$ cat src/sv/drt_pkg.sv
package drt_pkg;

	// Command codes carried in the input tuser field.
	typedef enum logic [1:0] {
		CMD_MARK    = 2'd0,
		CMD_INVAL   = 2'd1,
		CMD_REFRESH = 2'd2
	} cmd_t;

	// Configuration register indexes.
	typedef enum logic [0:0] {
		CFG_SCREEN_WIDTH  = 1'b0,
		CFG_SCREEN_HEIGHT = 1'b1
	} cfg_reg_t;

	// Bits of one screen coordinate; the largest screen is 2^COORD_BITS wide.
	localparam int unsigned COORD_BITS = 10;

	localparam int unsigned CFG_DATA_W = 11;
	localparam int unsigned RECT_W     = 13;
	localparam int unsigned WIN_POS_W  = 10;
	localparam int unsigned WIN_DIM_W  = 11;

	localparam int unsigned S_DATA_W = 56;
	localparam int unsigned S_USER_W = 2;
	localparam int unsigned M_DATA_W = 48;
	localparam int unsigned M_USER_W = 1;
	localparam int unsigned M_PAD_W  = M_DATA_W - 2 * WIN_POS_W - 2 * WIN_DIM_W;

	localparam int unsigned RST_SCREEN_WIDTH  = 240;
	localparam int unsigned RST_SCREEN_HEIGHT = 320;

	// Width of the sizing arithmetic; holds 2^12 with room to spare.
	localparam int unsigned LIM_W = 14;

	// One update window as it leaves the block.
	typedef struct packed {
		logic                 full_refresh;
		logic [WIN_POS_W-1:0] win_x;
		logic [WIN_POS_W-1:0] win_y;
		logic [WIN_DIM_W-1:0] win_width;
		logic [WIN_DIM_W-1:0] win_height;
	} win_t;

	// Screen dimension as used: zero reads as one, and values above the
	// coordinate range read as the largest screen.
	function automatic logic [LIM_W-1:0] clamp_dim(input logic [LIM_W-1:0] v,
			input logic [LIM_W-1:0] lim);
		logic [LIM_W-1:0] r;
		if (v == '0) begin
			r = LIM_W'(1);
		end else if (v > lim) begin
			r = lim;
		end else begin
			r = v;
		end
		return r;
	endfunction

endpackage

$ cat src/sv/drt_cfg.sv
module drt_cfg (
	input  logic                                  clk,
	input  logic                                  arst_n,
	input  logic                                  cfg_we,
	input  drt_pkg::cfg_reg_t                     cfg_index,
	input  logic [drt_pkg::CFG_DATA_W-1:0]        cfg_data,
	output logic [drt_pkg::COORD_BITS:0]          screen_w,
	output logic [drt_pkg::COORD_BITS:0]          screen_h,
	output logic [2*(drt_pkg::COORD_BITS+1)-1:0]  half_area
);
	import drt_pkg::*;

	localparam int unsigned DIM_W  = COORD_BITS + 1;
	localparam int unsigned AREA_W = 2 * DIM_W;
	localparam logic [LIM_W-1:0] LIM = LIM_W'(1 << COORD_BITS);
	localparam logic [DIM_W-1:0] RST_W =
		DIM_W'(clamp_dim(LIM_W'(RST_SCREEN_WIDTH), LIM));
	localparam logic [DIM_W-1:0] RST_H =
		DIM_W'(clamp_dim(LIM_W'(RST_SCREEN_HEIGHT), LIM));
	localparam int unsigned RST_HALF = (int'(RST_W) * int'(RST_H)) / 2;

	logic [DIM_W-1:0]  sw_q;
	logic [DIM_W-1:0]  sh_q;
	logic [AREA_W-1:0] half_area_q;
	logic [DIM_W-1:0]  eff_data;
	logic [DIM_W-1:0]  nx_w;
	logic [DIM_W-1:0]  nx_h;
	logic [AREA_W-1:0] area;

	assign eff_data = DIM_W'(clamp_dim(LIM_W'(cfg_data), LIM));

	always_comb begin
		nx_w = sw_q;
		nx_h = sh_q;
		if (cfg_we) begin
			case (cfg_index)
				CFG_SCREEN_WIDTH:  nx_w = eff_data;
				CFG_SCREEN_HEIGHT: nx_h = eff_data;
				default: ;
			endcase
		end
	end

	assign area = AREA_W'(nx_w) * AREA_W'(nx_h);

	always_ff @(posedge clk or negedge arst_n) begin
		if (!arst_n) begin
			sw_q        <= RST_W;
			sh_q        <= RST_H;
			half_area_q <= AREA_W'(RST_HALF);
		end else begin
			sw_q <= nx_w;
			sh_q <= nx_h;
			// Half the screen area is registered together with the size it
			// belongs to.
			half_area_q <= {1'b0, area[AREA_W-1:1]};
		end
	end

	assign screen_w  = sw_q;
	assign screen_h  = sh_q;
	assign half_area = half_area_q;

endmodule

$ cat src/sv/drt_mark.sv
module drt_mark (
	input  logic signed [drt_pkg::RECT_W-1:0] rect_x,
	input  logic signed [drt_pkg::RECT_W-1:0] rect_y,
	input  logic signed [drt_pkg::RECT_W-1:0] rect_w,
	input  logic signed [drt_pkg::RECT_W-1:0] rect_h,
	input  logic [drt_pkg::COORD_BITS:0]      screen_w,
	input  logic [drt_pkg::COORD_BITS:0]      screen_h,
	input  logic                              box_valid,
	input  logic [drt_pkg::COORD_BITS-1:0]    box_left,
	input  logic [drt_pkg::COORD_BITS-1:0]    box_top,
	input  logic [drt_pkg::COORD_BITS-1:0]    box_right,
	input  logic [drt_pkg::COORD_BITS-1:0]    box_bottom,
	output logic                              hit,
	output logic [drt_pkg::COORD_BITS-1:0]    nx_left,
	output logic [drt_pkg::COORD_BITS-1:0]    nx_top,
	output logic [drt_pkg::COORD_BITS-1:0]    nx_right,
	output logic [drt_pkg::COORD_BITS-1:0]    nx_bottom
);
	import drt_pkg::*;

	localparam int unsigned CW = RECT_W + 2;

	logic signed [CW-1:0] x, y, w, h, swe, she;
	logic signed [CW-1:0] cx, cy, cw0, ch0, cw, ch;
	logic [COORD_BITS-1:0] l, t, r, b;

	always_comb begin
		x   = CW'(rect_x);
		y   = CW'(rect_y);
		w   = CW'(rect_w);
		h   = CW'(rect_h);
		swe = signed'(CW'(screen_w));
		she = signed'(CW'(screen_h));

		// Clip the left and top edges at zero, shrinking the extent.
		cx  = (x < 0) ? '0 : x;
		cw0 = (x < 0) ? w + x : w;
		cy  = (y < 0) ? '0 : y;
		ch0 = (y < 0) ? h + y : h;

		// Clip the right and bottom edges at the screen border.
		cw = (cx + cw0 > swe) ? swe - cx : cw0;
		ch = (cy + ch0 > she) ? she - cy : ch0;

		hit = (w > 0) && (h > 0) && (cw > 0) && (ch > 0);

		l = COORD_BITS'(cx);
		t = COORD_BITS'(cy);
		r = COORD_BITS'(cx + cw - CW'(1));
		b = COORD_BITS'(cy + ch - CW'(1));

		if (!box_valid) begin
			nx_left   = l;
			nx_top    = t;
			nx_right  = r;
			nx_bottom = b;
		end else begin
			nx_left   = (l < box_left)   ? l : box_left;
			nx_top    = (t < box_top)    ? t : box_top;
			nx_right  = (r > box_right)  ? r : box_right;
			nx_bottom = (b > box_bottom) ? b : box_bottom;
		end
	end

endmodule

$ cat src/sv/drt_window.sv
module drt_window (
	input  logic                                 box_valid,
	input  logic                                 full_pending,
	input  logic [drt_pkg::COORD_BITS-1:0]       box_left,
	input  logic [drt_pkg::COORD_BITS-1:0]       box_top,
	input  logic [drt_pkg::COORD_BITS-1:0]       box_right,
	input  logic [drt_pkg::COORD_BITS-1:0]       box_bottom,
	input  logic [drt_pkg::COORD_BITS:0]         screen_w,
	input  logic [drt_pkg::COORD_BITS:0]         screen_h,
	input  logic [2*(drt_pkg::COORD_BITS+1)-1:0] half_area,
	output drt_pkg::win_t                        win
);
	import drt_pkg::*;

	localparam int unsigned DIM_W  = COORD_BITS + 1;
	localparam int unsigned AREA_W = 2 * DIM_W;

	logic [DIM_W-1:0]  dw, dh;
	logic [AREA_W-1:0] area;
	logic              outside, full;

	always_comb begin
		// A box that no longer fits a shrunken screen, or is malformed,
		// falls back to a full window.
		outside = (DIM_W'(box_right) >= screen_w) || (DIM_W'(box_bottom) >= screen_h) ||
			(box_right < box_left) || (box_bottom < box_top);
		dw   = DIM_W'(box_right) - DIM_W'(box_left) + DIM_W'(1);
		dh   = DIM_W'(box_bottom) - DIM_W'(box_top) + DIM_W'(1);
		area = AREA_W'(dw) * AREA_W'(dh);
		full = full_pending || !box_valid || outside || (area > half_area);

		if (full) begin
			win.full_refresh = 1'b1;
			win.win_x        = '0;
			win.win_y        = '0;
			win.win_width    = WIN_DIM_W'(screen_w);
			win.win_height   = WIN_DIM_W'(screen_h);
		end else begin
			win.full_refresh = 1'b0;
			win.win_x        = WIN_POS_W'(box_left);
			win.win_y        = WIN_POS_W'(box_top);
			win.win_width    = WIN_DIM_W'(dw);
			win.win_height   = WIN_DIM_W'(dh);
		end
	end

endmodule

$ cat src/sv/dirty_rectangle_tracker_top.sv
// Dirty-rectangle tracker: keeps one bounding box of the screen area that has
// changed since the last refresh and hands out one update window per refresh
// command. The command travels in s_tuser (0 mark, 1 invalidate, 2 refresh;
// 3 is ignored). A mark clips its signed rectangle to the screen and grows the
// box to cover it; an empty rectangle leaves everything unchanged. An
// invalidate forces the next window to be the whole screen. A refresh emits
// exactly one beat on the master side and clears both the box and the pending
// full-screen flag; the window is the whole screen when invalidation is
// pending, when no box is held, when the box no longer fits the screen, or
// when the box covers more than half the screen area. Marks and invalidates
// produce no beat. The block takes one beat every clock cycle unless a refresh
// is held up: each beat sits in an input register while a single stage of
// clip, min/max merge and one area compare works against the box registers,
// and a refresh result lands in the output register, from which its window
// is offered on the master side. A window still waiting in the output
// register holds up only a refresh that reaches the input register; marks
// and invalidates ahead of it keep flowing, and beats behind that refresh
// wait with it. Screen width and height (registers 0 and 1, reset 240 and
// 320) clamp to 1..1024; write them only while the block is idle. A beat
// taken at the same edge as a write already works with the new size.
module dirty_rectangle_tracker_top (
	input  logic                             clk,
	input  logic                             arst_n,
	input  logic                             s_tvalid,
	output logic                             s_tready,
	// From bit 0 up: rect_x, rect_y, rect_w, rect_h (13 bits each, signed),
	// then four zero bits.
	input  logic [drt_pkg::S_DATA_W-1:0]     s_tdata,
	// cmd (2 bits).
	input  logic [drt_pkg::S_USER_W-1:0]     s_tuser,
	output logic                             m_tvalid,
	input  logic                             m_tready,
	// From bit 0 up: win_x (10), win_y (10), win_width (11), win_height (11),
	// then six zero bits.
	output logic [drt_pkg::M_DATA_W-1:0]     m_tdata,
	// full_refresh (1 bit).
	output logic [drt_pkg::M_USER_W-1:0]     m_tuser,
	input  logic                             cfg_we,
	input  logic                             cfg_index,
	input  logic [drt_pkg::CFG_DATA_W-1:0]   cfg_data
);
	import drt_pkg::*;

	localparam int unsigned DIM_W  = COORD_BITS + 1;
	localparam int unsigned AREA_W = 2 * DIM_W;

	// Input register stage.
	logic                     valid_s1;
	cmd_t                     cmd_s1;
	logic signed [RECT_W-1:0] rect_x_s1, rect_y_s1, rect_w_s1, rect_h_s1;

	// Tracker state.
	logic                  box_valid_q;
	logic                  full_pending_q;
	logic [COORD_BITS-1:0] box_left_q, box_top_q, box_right_q, box_bottom_q;

	// Output register.
	logic out_valid_q;
	win_t win_q;

	logic [DIM_W-1:0]      screen_w, screen_h;
	logic [AREA_W-1:0]     half_area;
	logic                  hit;
	logic [COORD_BITS-1:0] nx_left, nx_top, nx_right, nx_bottom;
	win_t                  win;
	logic                  advance;
	logic                  take;

	drt_cfg u_cfg (
		.clk       (clk),
		.arst_n    (arst_n),
		.cfg_we    (cfg_we),
		.cfg_index (cfg_reg_t'(cfg_index)),
		.cfg_data  (cfg_data),
		.screen_w  (screen_w),
		.screen_h  (screen_h),
		.half_area (half_area)
	);

	drt_mark u_mark (
		.rect_x     (rect_x_s1),
		.rect_y     (rect_y_s1),
		.rect_w     (rect_w_s1),
		.rect_h     (rect_h_s1),
		.screen_w   (screen_w),
		.screen_h   (screen_h),
		.box_valid  (box_valid_q),
		.box_left   (box_left_q),
		.box_top    (box_top_q),
		.box_right  (box_right_q),
		.box_bottom (box_bottom_q),
		.hit        (hit),
		.nx_left    (nx_left),
		.nx_top     (nx_top),
		.nx_right   (nx_right),
		.nx_bottom  (nx_bottom)
	);

	drt_window u_window (
		.box_valid    (box_valid_q),
		.full_pending (full_pending_q),
		.box_left     (box_left_q),
		.box_top      (box_top_q),
		.box_right    (box_right_q),
		.box_bottom   (box_bottom_q),
		.screen_w     (screen_w),
		.screen_h     (screen_h),
		.half_area    (half_area),
		.win          (win)
	);

	// The staged beat retires unless it is a refresh whose window has
	// nowhere to go because the output register is still full.
	assign advance  = valid_s1 &&
		((cmd_s1 != CMD_REFRESH) || !out_valid_q || m_tready);
	assign s_tready = !valid_s1 || advance;
	assign take     = s_tvalid && s_tready;

	always_ff @(posedge clk or negedge arst_n) begin
		if (!arst_n) begin
			valid_s1 <= 1'b0;
		end else if (s_tready) begin
			valid_s1 <= s_tvalid;
		end
	end

	always_ff @(posedge clk) begin
		if (take) begin
			cmd_s1    <= cmd_t'(s_tuser);
			rect_x_s1 <= s_tdata[RECT_W-1:0];
			rect_y_s1 <= s_tdata[2*RECT_W-1:RECT_W];
			rect_w_s1 <= s_tdata[3*RECT_W-1:2*RECT_W];
			rect_h_s1 <= s_tdata[4*RECT_W-1:3*RECT_W];
		end
	end

	always_ff @(posedge clk or negedge arst_n) begin
		if (!arst_n) begin
			box_valid_q    <= 1'b0;
			full_pending_q <= 1'b1;
			box_left_q     <= '0;
			box_top_q      <= '0;
			box_right_q    <= '0;
			box_bottom_q   <= '0;
		end else if (advance) begin
			case (cmd_s1)
				CMD_MARK: begin
					if (hit) begin
						box_valid_q  <= 1'b1;
						box_left_q   <= nx_left;
						box_top_q    <= nx_top;
						box_right_q  <= nx_right;
						box_bottom_q <= nx_bottom;
					end
				end
				CMD_INVAL: begin
					full_pending_q <= 1'b1;
				end
				CMD_REFRESH: begin
					box_valid_q    <= 1'b0;
					full_pending_q <= 1'b0;
				end
				default: ;
			endcase
		end
	end

	always_ff @(posedge clk or negedge arst_n) begin
		if (!arst_n) begin
			out_valid_q <= 1'b0;
		end else if (advance && (cmd_s1 == CMD_REFRESH)) begin
			out_valid_q <= 1'b1;
		end else if (m_tready) begin
			out_valid_q <= 1'b0;
		end
	end

	always_ff @(posedge clk) begin
		if (advance && (cmd_s1 == CMD_REFRESH)) begin
			win_q <= win;
		end
	end

	assign m_tvalid = out_valid_q;
	assign m_tuser  = win_q.full_refresh;
	assign m_tdata  = {{M_PAD_W{1'b0}}, win_q.win_height, win_q.win_width,
		win_q.win_y, win_q.win_x};

endmodule

$ cat config.mk
export PLATFORM = sky130hd
export DESIGN_NAME = dirty_rectangle_tracker_top
export DESIGN_NICKNAME = d
export VERILOG_FILES = /design/src/sv/drt_pkg.sv /design/src/sv/drt_cfg.sv /design/src/sv/drt_mark.sv /design/src/sv/drt_window.sv /design/src/sv/dirty_rectangle_tracker_top.sv
export SDC_FILE = /design/constraint.sdc
export NUM_CORES = 1
export LEC_CHECK = 0
export BUFFER_PORTS_ARGS = -buffer_cell sky130_fd_sc_hd__buf_2
export CAP_MARGIN = 20
export CORE_ASPECT_RATIO = 0.7
export CORE_MARGIN = 2
export CORE_UTILIZATION = 59
export CTS_BUF_LIST = sky130_fd_sc_hd__clkbuf_2
export DETAILED_ROUTE_END_ITERATION = 7
export GPL_TIMING_DRIVEN = 0
export PLACE_DENSITY = 0.82
export SKIP_LAST_GASP = 1
export SLEW_MARGIN = 20
export SYNTH_ARGS = -nofsm -noshare
export SYNTH_HDL_FRONTEND = slang
export SYNTH_HIERARCHICAL = 1
export SYNTH_SLANG_ARGS = --single-unit
export TNS_END_PERCENT = 1
$ cat constraint.sdc
create_clock -name clk -period 8.5 [get_ports clk]
set_input_delay 1.275 -clock clk [delete_from_list [all_inputs] [get_ports clk]]
set_output_delay 1.275 -clock clk [all_outputs]
set_load 0.05 [all_outputs]
======== After elaboration in Yosys (flattened, before gate mapping) ========
Cells that the tools add are included.
Widths: inputs -> output; s select.
operators by class
  reduce and logical (&&, ||, !) cells .... 29
  $lt $le $gt $ge ......................... 18
  equal/unequal tests ..................... 8
  multipliers ............................. 2
  multiplexer cells ....................... 26
  $add $sub $neg .......................... 14
operators with widths
  operator               count
  $mux 15                6
  $mux 10                8
  $mux 11                6
  $mul 11x11->22         2
  $mux 43                1
  $lt 10x10->1           4
  $add 15x15->15         2
  $gt 15x1->1 const B    2
  $gt 15x12->1           2
  $sub 12x15->15         2
  $add 13x13->14         2
  $gt 13x1->1 const B    2
  $lt 13x1->1 const B    2
  $add 11x1->11 const B  2
  $ge 10x11->1           2
  $gt 22x21->1           1
  $sub 10x10->11         2
  $add 10x10->10         2
  $gt 10x10->1           2
  $sub 10x2->10 const B  2
  $reduce_and 4->1       4
  $gt 11x11->1 const B   1
  $logic_not 11->1       1
  $logic_or 1x1->1       9
  other kinds (12)       28
word-level totals
  output and inout port bits .............. 51
  register bits after elaboration ......... 184
  input port bits ......................... 75
  word-level logic and storage cells ...... 118

======== Logic depth before layout (Yosys ltp) ========
  word-level depth ........................ 10
  gate-level depth with buffers ........... 48
  gate-level depth less buffers ........... 47

======== Modules after synthesis ========
The synthesis kept the hierarchy.
by module, submodules not included
  module                       times used  sequential area each (um^2)  area each (um^2)  cells an instance
  drt_mark                     1           0.0                          7318.3            1010
  drt_window                   1           0.0                          6951.7            853
  drt_cfg                      1           1088.5                       5564.1            596
  dirty_rectangle_tracker_top  1           4015.1                       4698.3            213

======== Least setup slack after synthesis ========
OpenSTA, ideal clock, no wires.
  kind .................................... register to register
  start point ............................. reg rect_h_s1[0]
  end point ............................... reg box_bottom_q[1]
  data required time ...................... 8.373 ns
  library setup time ...................... 0.127 ns
  buffers on the path ..................... 1
  cell stages (with the launch flop) ...... 44
  setup slack ............................. -0.298 ns
  arrival time ............................ 8.670 ns
  period minus slack after synthesis ...... 8.798 ns
  cells stage by stage .................... edfxtp_1 ha_1 inv_1 fa_1 nor2b_1 o2111ai_1 and4_1 o31ai_1 ha_1 or2_2 o31a_1 o21a_1 a21oi_1 o21ai_0 xnor2_1 ha_1 a22oi_1 nand2_1 (+8 left out) fa_1 a21oi_1 nor2_1 nor2_1 o21bai_1 a21oi_1 o21ai_0 xnor2_1 inv_1 or3_1 nand2_1 ha_1 nand4_1 nor3_1 a211oi_1 clkbuf_1 o21ai_0 mux2_1
RTL lines
  element                 RTL line                            text
  start, declared         dirty_rectangle_tracker_top.sv:50   logic signed [RECT_W-1:0] rect_x_s1, rect_y_s1, rect_w_s1, rect_h_s1;
  start signal, assigned  dirty_rectangle_tracker_top.sv:133  rect_h_s1 <= s_tdata[4*RECT_W-1:3*RECT_W];
  $add 13x13->14          drt_mark.sv:39                      ch0 = (y < 0) ? h + y : h;
  $mux 15 (*)             drt_mark.sv:39
  $add 15x15->15          drt_mark.sv:43                      ch = (cy + ch0 > she) ? she - cy : ch0;
  $gt 15x12->1            drt_mark.sv:43
  $mux 15 (*)             drt_mark.sv:43
  $add 10x10->10 (*)      drt_mark.sv:50                      b = COORD_BITS'(cy + ch - CW'(1));
  $sub 10x2->10 (*)       drt_mark.sv:50
  $mux 10                 drt_mark.sv:61                      nx_bottom = (b > box_bottom) ? b : box_bottom;
  $mux 10 (*)             drt_mark.sv:52                      if (!box_valid) begin
  named net nx_bottom[1]  dirty_rectangle_tracker_top.sv:64   logic [COORD_BITS-1:0] nx_left, nx_top, nx_right, nx_bottom;
  end signal, assigned    dirty_rectangle_tracker_top.sv:153  box_bottom_q <= nx_bottom;
  end, declared           dirty_rectangle_tracker_top.sv:55   logic [COORD_BITS-1:0] box_left_q, box_top_q, box_right_q, box_bottom_q;
The timed path passes the listed nets; every way through them passes the cells marked *. The select of a mux whose other input is x is not followed.
A chain may end at the register's enable or synchronous reset.

==> impl_table.tex <==
\begin{tabular}{lr}
\hline
Metric & Value \\
\hline
\multicolumn{2}{l}{\textbf{Die}} \\
Area of the core & 41,040 µm² \\
Row Count & between 60 and 70 \\
Number of primary I/O pins & 126 \\
Effective utilization at floorplan & between 50\% and 60\% \\
DIE AREA & 43,250 µm² \\
Width of the chip & 247.7 µm \\
Die height & 174.6 µm \\
\multicolumn{2}{l}{\textbf{Cells and area}} \\
Share of cells above drive strength 1 & around a fifth \\
Final core utilization & $\sim$69\% \\
Post-synthesis to final-layout area growth & 15.02\% \\
Total non-filler cell area in the finished layout & about 28,000 µm² \\
Final nets & 3,549 \\
\multicolumn{2}{l}{\textbf{Synth}} \\
Share of flip-flops with an asynchronous set or reset & between 40\% and 50\% \\
Synth warnings & 6 \\
Number of synthesized flops with an enable pin & 97 \\
Post-synth top area cell & sky130\_fd\_sc\_hd\_\_ha\_1 \\
Post-synthesis cell count & around 2,700 \\
Most used flip-flop cell after synthesis & sky130\_fd\_sc\_hd\_\_edfxtp\_1 \\
Top post-synthesis cells by count & sky130\_fd\_sc\_hd\_\_inv\_1, sky130\_fd\_sc\_hd\_\_ha\_1, sky130\_fd\_sc\_hd\_\_nand2\_1 \\
Area contributors post-synth & sky130\_fd\_sc\_hd\_\_ha\_1, sky130\_fd\_sc\_hd\_\_fa\_1, sky130\_fd\_sc\_hd\_\_edfxtp\_1 \\
Most frequent cell after synthesis & sky130\_fd\_sc\_hd\_\_inv\_1 \\
Post-synth design cell area & 24,530 µm² \\
Total of flip-flops plus latches after synthesis & roughly 180 \\
Portion of synthesized cell area occupied by the leading cell type & roughly a fifth \\
Post-Synthesis Mean Instance Area & approximately 9.2 µm² \\
Number of unique standard cell types used by synthesis & between 100 and 150 \\
Sequential cell area fraction in the yosys report & 20.80\% \\
\multicolumn{2}{l}{\textbf{Routing}} \\
Post-detailed-route count of antenna-violating nets & 0 \\
Vias & around 21,000 \\
Number of detailed-route iterations in the first pass & 8 \\
DRC marker count from the first detailed-route iteration & approximately 1,700 \\
DRC & 4 \\
Routed len/inst & slightly above 20 µm \\
Post-Route WL & approximately 70,000 µm \\
Vias per cell & approximately 6 \\
\multicolumn{2}{l}{\textbf{Global routing}} \\
First-pass GRT wire length & around 110,000 µm \\
Vias in the first global route & roughly 21,000 \\
Antenna violations before repair & 3 \\
Total routing resource utilization after global routing & between 30\% and 40\% \\
Pin count of the biggest net entering global routing & between 40 and 50 \\
Global route total overflow & 0 \\
\multicolumn{2}{l}{\textbf{Timing}} \\
Pins over their slew limit & 0 \\
Tightest Pin Transition & 1.114 ns \\
Post-Route Skew & approximately 0.069 ns \\
Worst hold slack across all endpoints & 0.3194 ns \\
Share of the clock period used by the worst path after layout & 105.1\% \\
Count of final hold-check violations & 0 \\
Fmax & approximately 110 MHz \\
\# setup viols final & 63 \\
RSZ-0062 raised after global routing & yes \\
Setup\_tns & -18.86 ns \\
Rel. slew slack & between 20\% and 30\% \\
Minimum clock period after layout & about 8.9 ns \\
Minimum setup slack in the final design & -0.4316 ns \\
\multicolumn{2}{l}{\textbf{Placement}} \\
Hpwl dp & between 50,000 and 60,000 µm \\
Post-placement cell area & between 20,000 and 30,000 µm² \\
Count of buffers from port buffering & approximately 120 \\
Placer's final routability congestion estimate & 1.025 \\
\multicolumn{2}{l}{\textbf{Setup path}} \\
Delay of the slowest cell on the worst path & 0.53 ns \\
Kind of end point of the critical path & flip-flop \\
Crit path arrival time & about 9.6 ns \\
Master of the slowest instance on the critical path & sky130\_fd\_sc\_hd\_\_fa\_1 \\
Classification of the worst setup path & flip-flop to flip-flop \\
Worst endpoint required time & between 9 and 10 ns \\
Peak fanout along the critical path & 5 \\
CP startpoint kind & flip-flop \\
\multicolumn{2}{l}{\textbf{Clock tree}} \\
Deepest level of the CTS H-tree & 4 \\
Max Buffers Root-to-Sink & 2 \\
Clk sinks & roughly 180 \\
Num CTS Buffers & 17 \\
Clock latency on the worst-skew pair & $\sim$0.93 ns \\
\# hold bufs at CTS & 0 \\
Root buffer selected by CTS & sky130\_fd\_sc\_hd\_\_clkbuf\_2 \\
Worst-path clk slew & $\sim$0.35 ns \\
CTS tree & done \\
\multicolumn{2}{l}{\textbf{Outcome}} \\
Violations in the final reports & design-rule violations, negative setup slack \\
Status & complete, but fails checks \\
\multicolumn{2}{l}{\textbf{Job}} \\
Max-cap viol count & 0 \\
\multicolumn{2}{l}{\textbf{Min path}} \\
Hold WC Path Type & input pin to asynchronous set/reset pin \\
\hline
\end{tabular}
-- flip-flops by register name, summed over array words and instances, names as in the netlist, 2 cells and up --
signal and cells:
box_bottom_q 10, box_left_q 10, box_right_q 10, box_top_q 10, cmd_s1 2, m_tdata 42, rect_h_s1 13, rect_w_s1 13
rect_x_s1 13, rect_y_s1 13, u_cfg/half_area 21, u_cfg/screen_h 11, u_cfg/screen_w 11
-- layout by cell type (no fill, tap or decap), drive strengths merged, types with 7 or more instances in the layout --
cell type	n
inv	510
nor2b	26
and2	50
or2	8
o21bai	22
fa	178
a2111oi	10
clkinv	10
dfstp	11
nor4	17
dfrtp	76
xnor2	87
mux2	67
a211oi	21
o31ai	13
o21ai	79
nand2b	34
a21boi	7
nand3	25
a21o	54
conb	7
a21oi	117
o211ai	9
edfxtp	97
a31oi	17
o21a	49
or3	20
ha	373
nor3	27
xor2	32
nand4	19
buf	249
or4	9
mux2i	54
nand2	215
clkbuf	44
o31a	7
nor2	195
-- critical path, delay by kind of cell, from the launching register on --
kind | cells | cell delay, ns
AOI/OAI and AO/OA | 17 | 2.90
xor gates and xnor gates | 2 | 0.34
adders and majority gates | 10 | 3.83
buffers and inverters | 8 | 0.65
DFF | 1 | 0.52
muxes | 1 | 0.34
and+or+nand+nor | 1 | 0.10
-- kinds of logic after synthesis --
family | synth area share (%)
and+or+nand+nor | 13.47
other | 0.03061
muxes | 5.427
xor gates and xnor gates | 4.279
adders and majority gates | 33.61
AOI/OAI and AO/OA | 13.39
DFF | 20.80
buffers and inverters | 8.992
-- timing repair --
action / in CTS / in global routing
setup buffers: 84 / 23
pin swaps: 108 / 61
endpoints found under the setup margin: 63 / 63
resized for setup: 199 / 53
cloned: 2 / 0
-- layout make-up --
class	instances	area, µm²
multi-input combinational	1937	18400
fill	3092	12820
buffer	49	357.8
antenna	2	5.005
clock buffer	17	85.08
tap	544	680.7
clock inverter	15	162.7
inverter	507	1912
timing repair buffer	227	1505
sequential	184	5109
-- metal layers --
layer / global-route usage (%) / part of all wire [%]
met1: 44.36 / 41
met2: 50.49 / 45
met3: 10.20 / 11
met4: 8.832 / 2.5
met5: 0 / 0.019
-- stage by stage --
| stage | std cells | setup slack (ns) |
|---|---|---|
| 3_3_place_gp | 3336 | -1.398 |
| 3_5_place_dp | 3339 | -1.683 |
| 5_1_grt | 3481 | -0.7149 |
| 2_1_floorplan | 2677 | -0.02835 |
| 6_report | 3482 | -0.4316 |
| 4_1_cts | 3457 | -0.1595 |
-- final timing paths --
kind	startpoint	to	slack [ns]	depth (start not counted)
hold / removal	arst_n	u_cfg/screen_h[7]	0.32	1
min in group clk	s_tdata[17]	rect_y_s1[4]	0.48	1
max in group asynchronous	arst_n	full_pending_q	7.41	2
setup reg to reg	box_top_q[1]	m_tdata[30]	-0.43	39
setup / recovery	box_top_q[1]	m_tdata[30]	-0.43	39
hold reg to reg	full_pending_q	full_pending_q	0.55	2
Power is not shown: default switching activity piles up to over one toggle a cycle in this logic, so the estimate is an artifact.
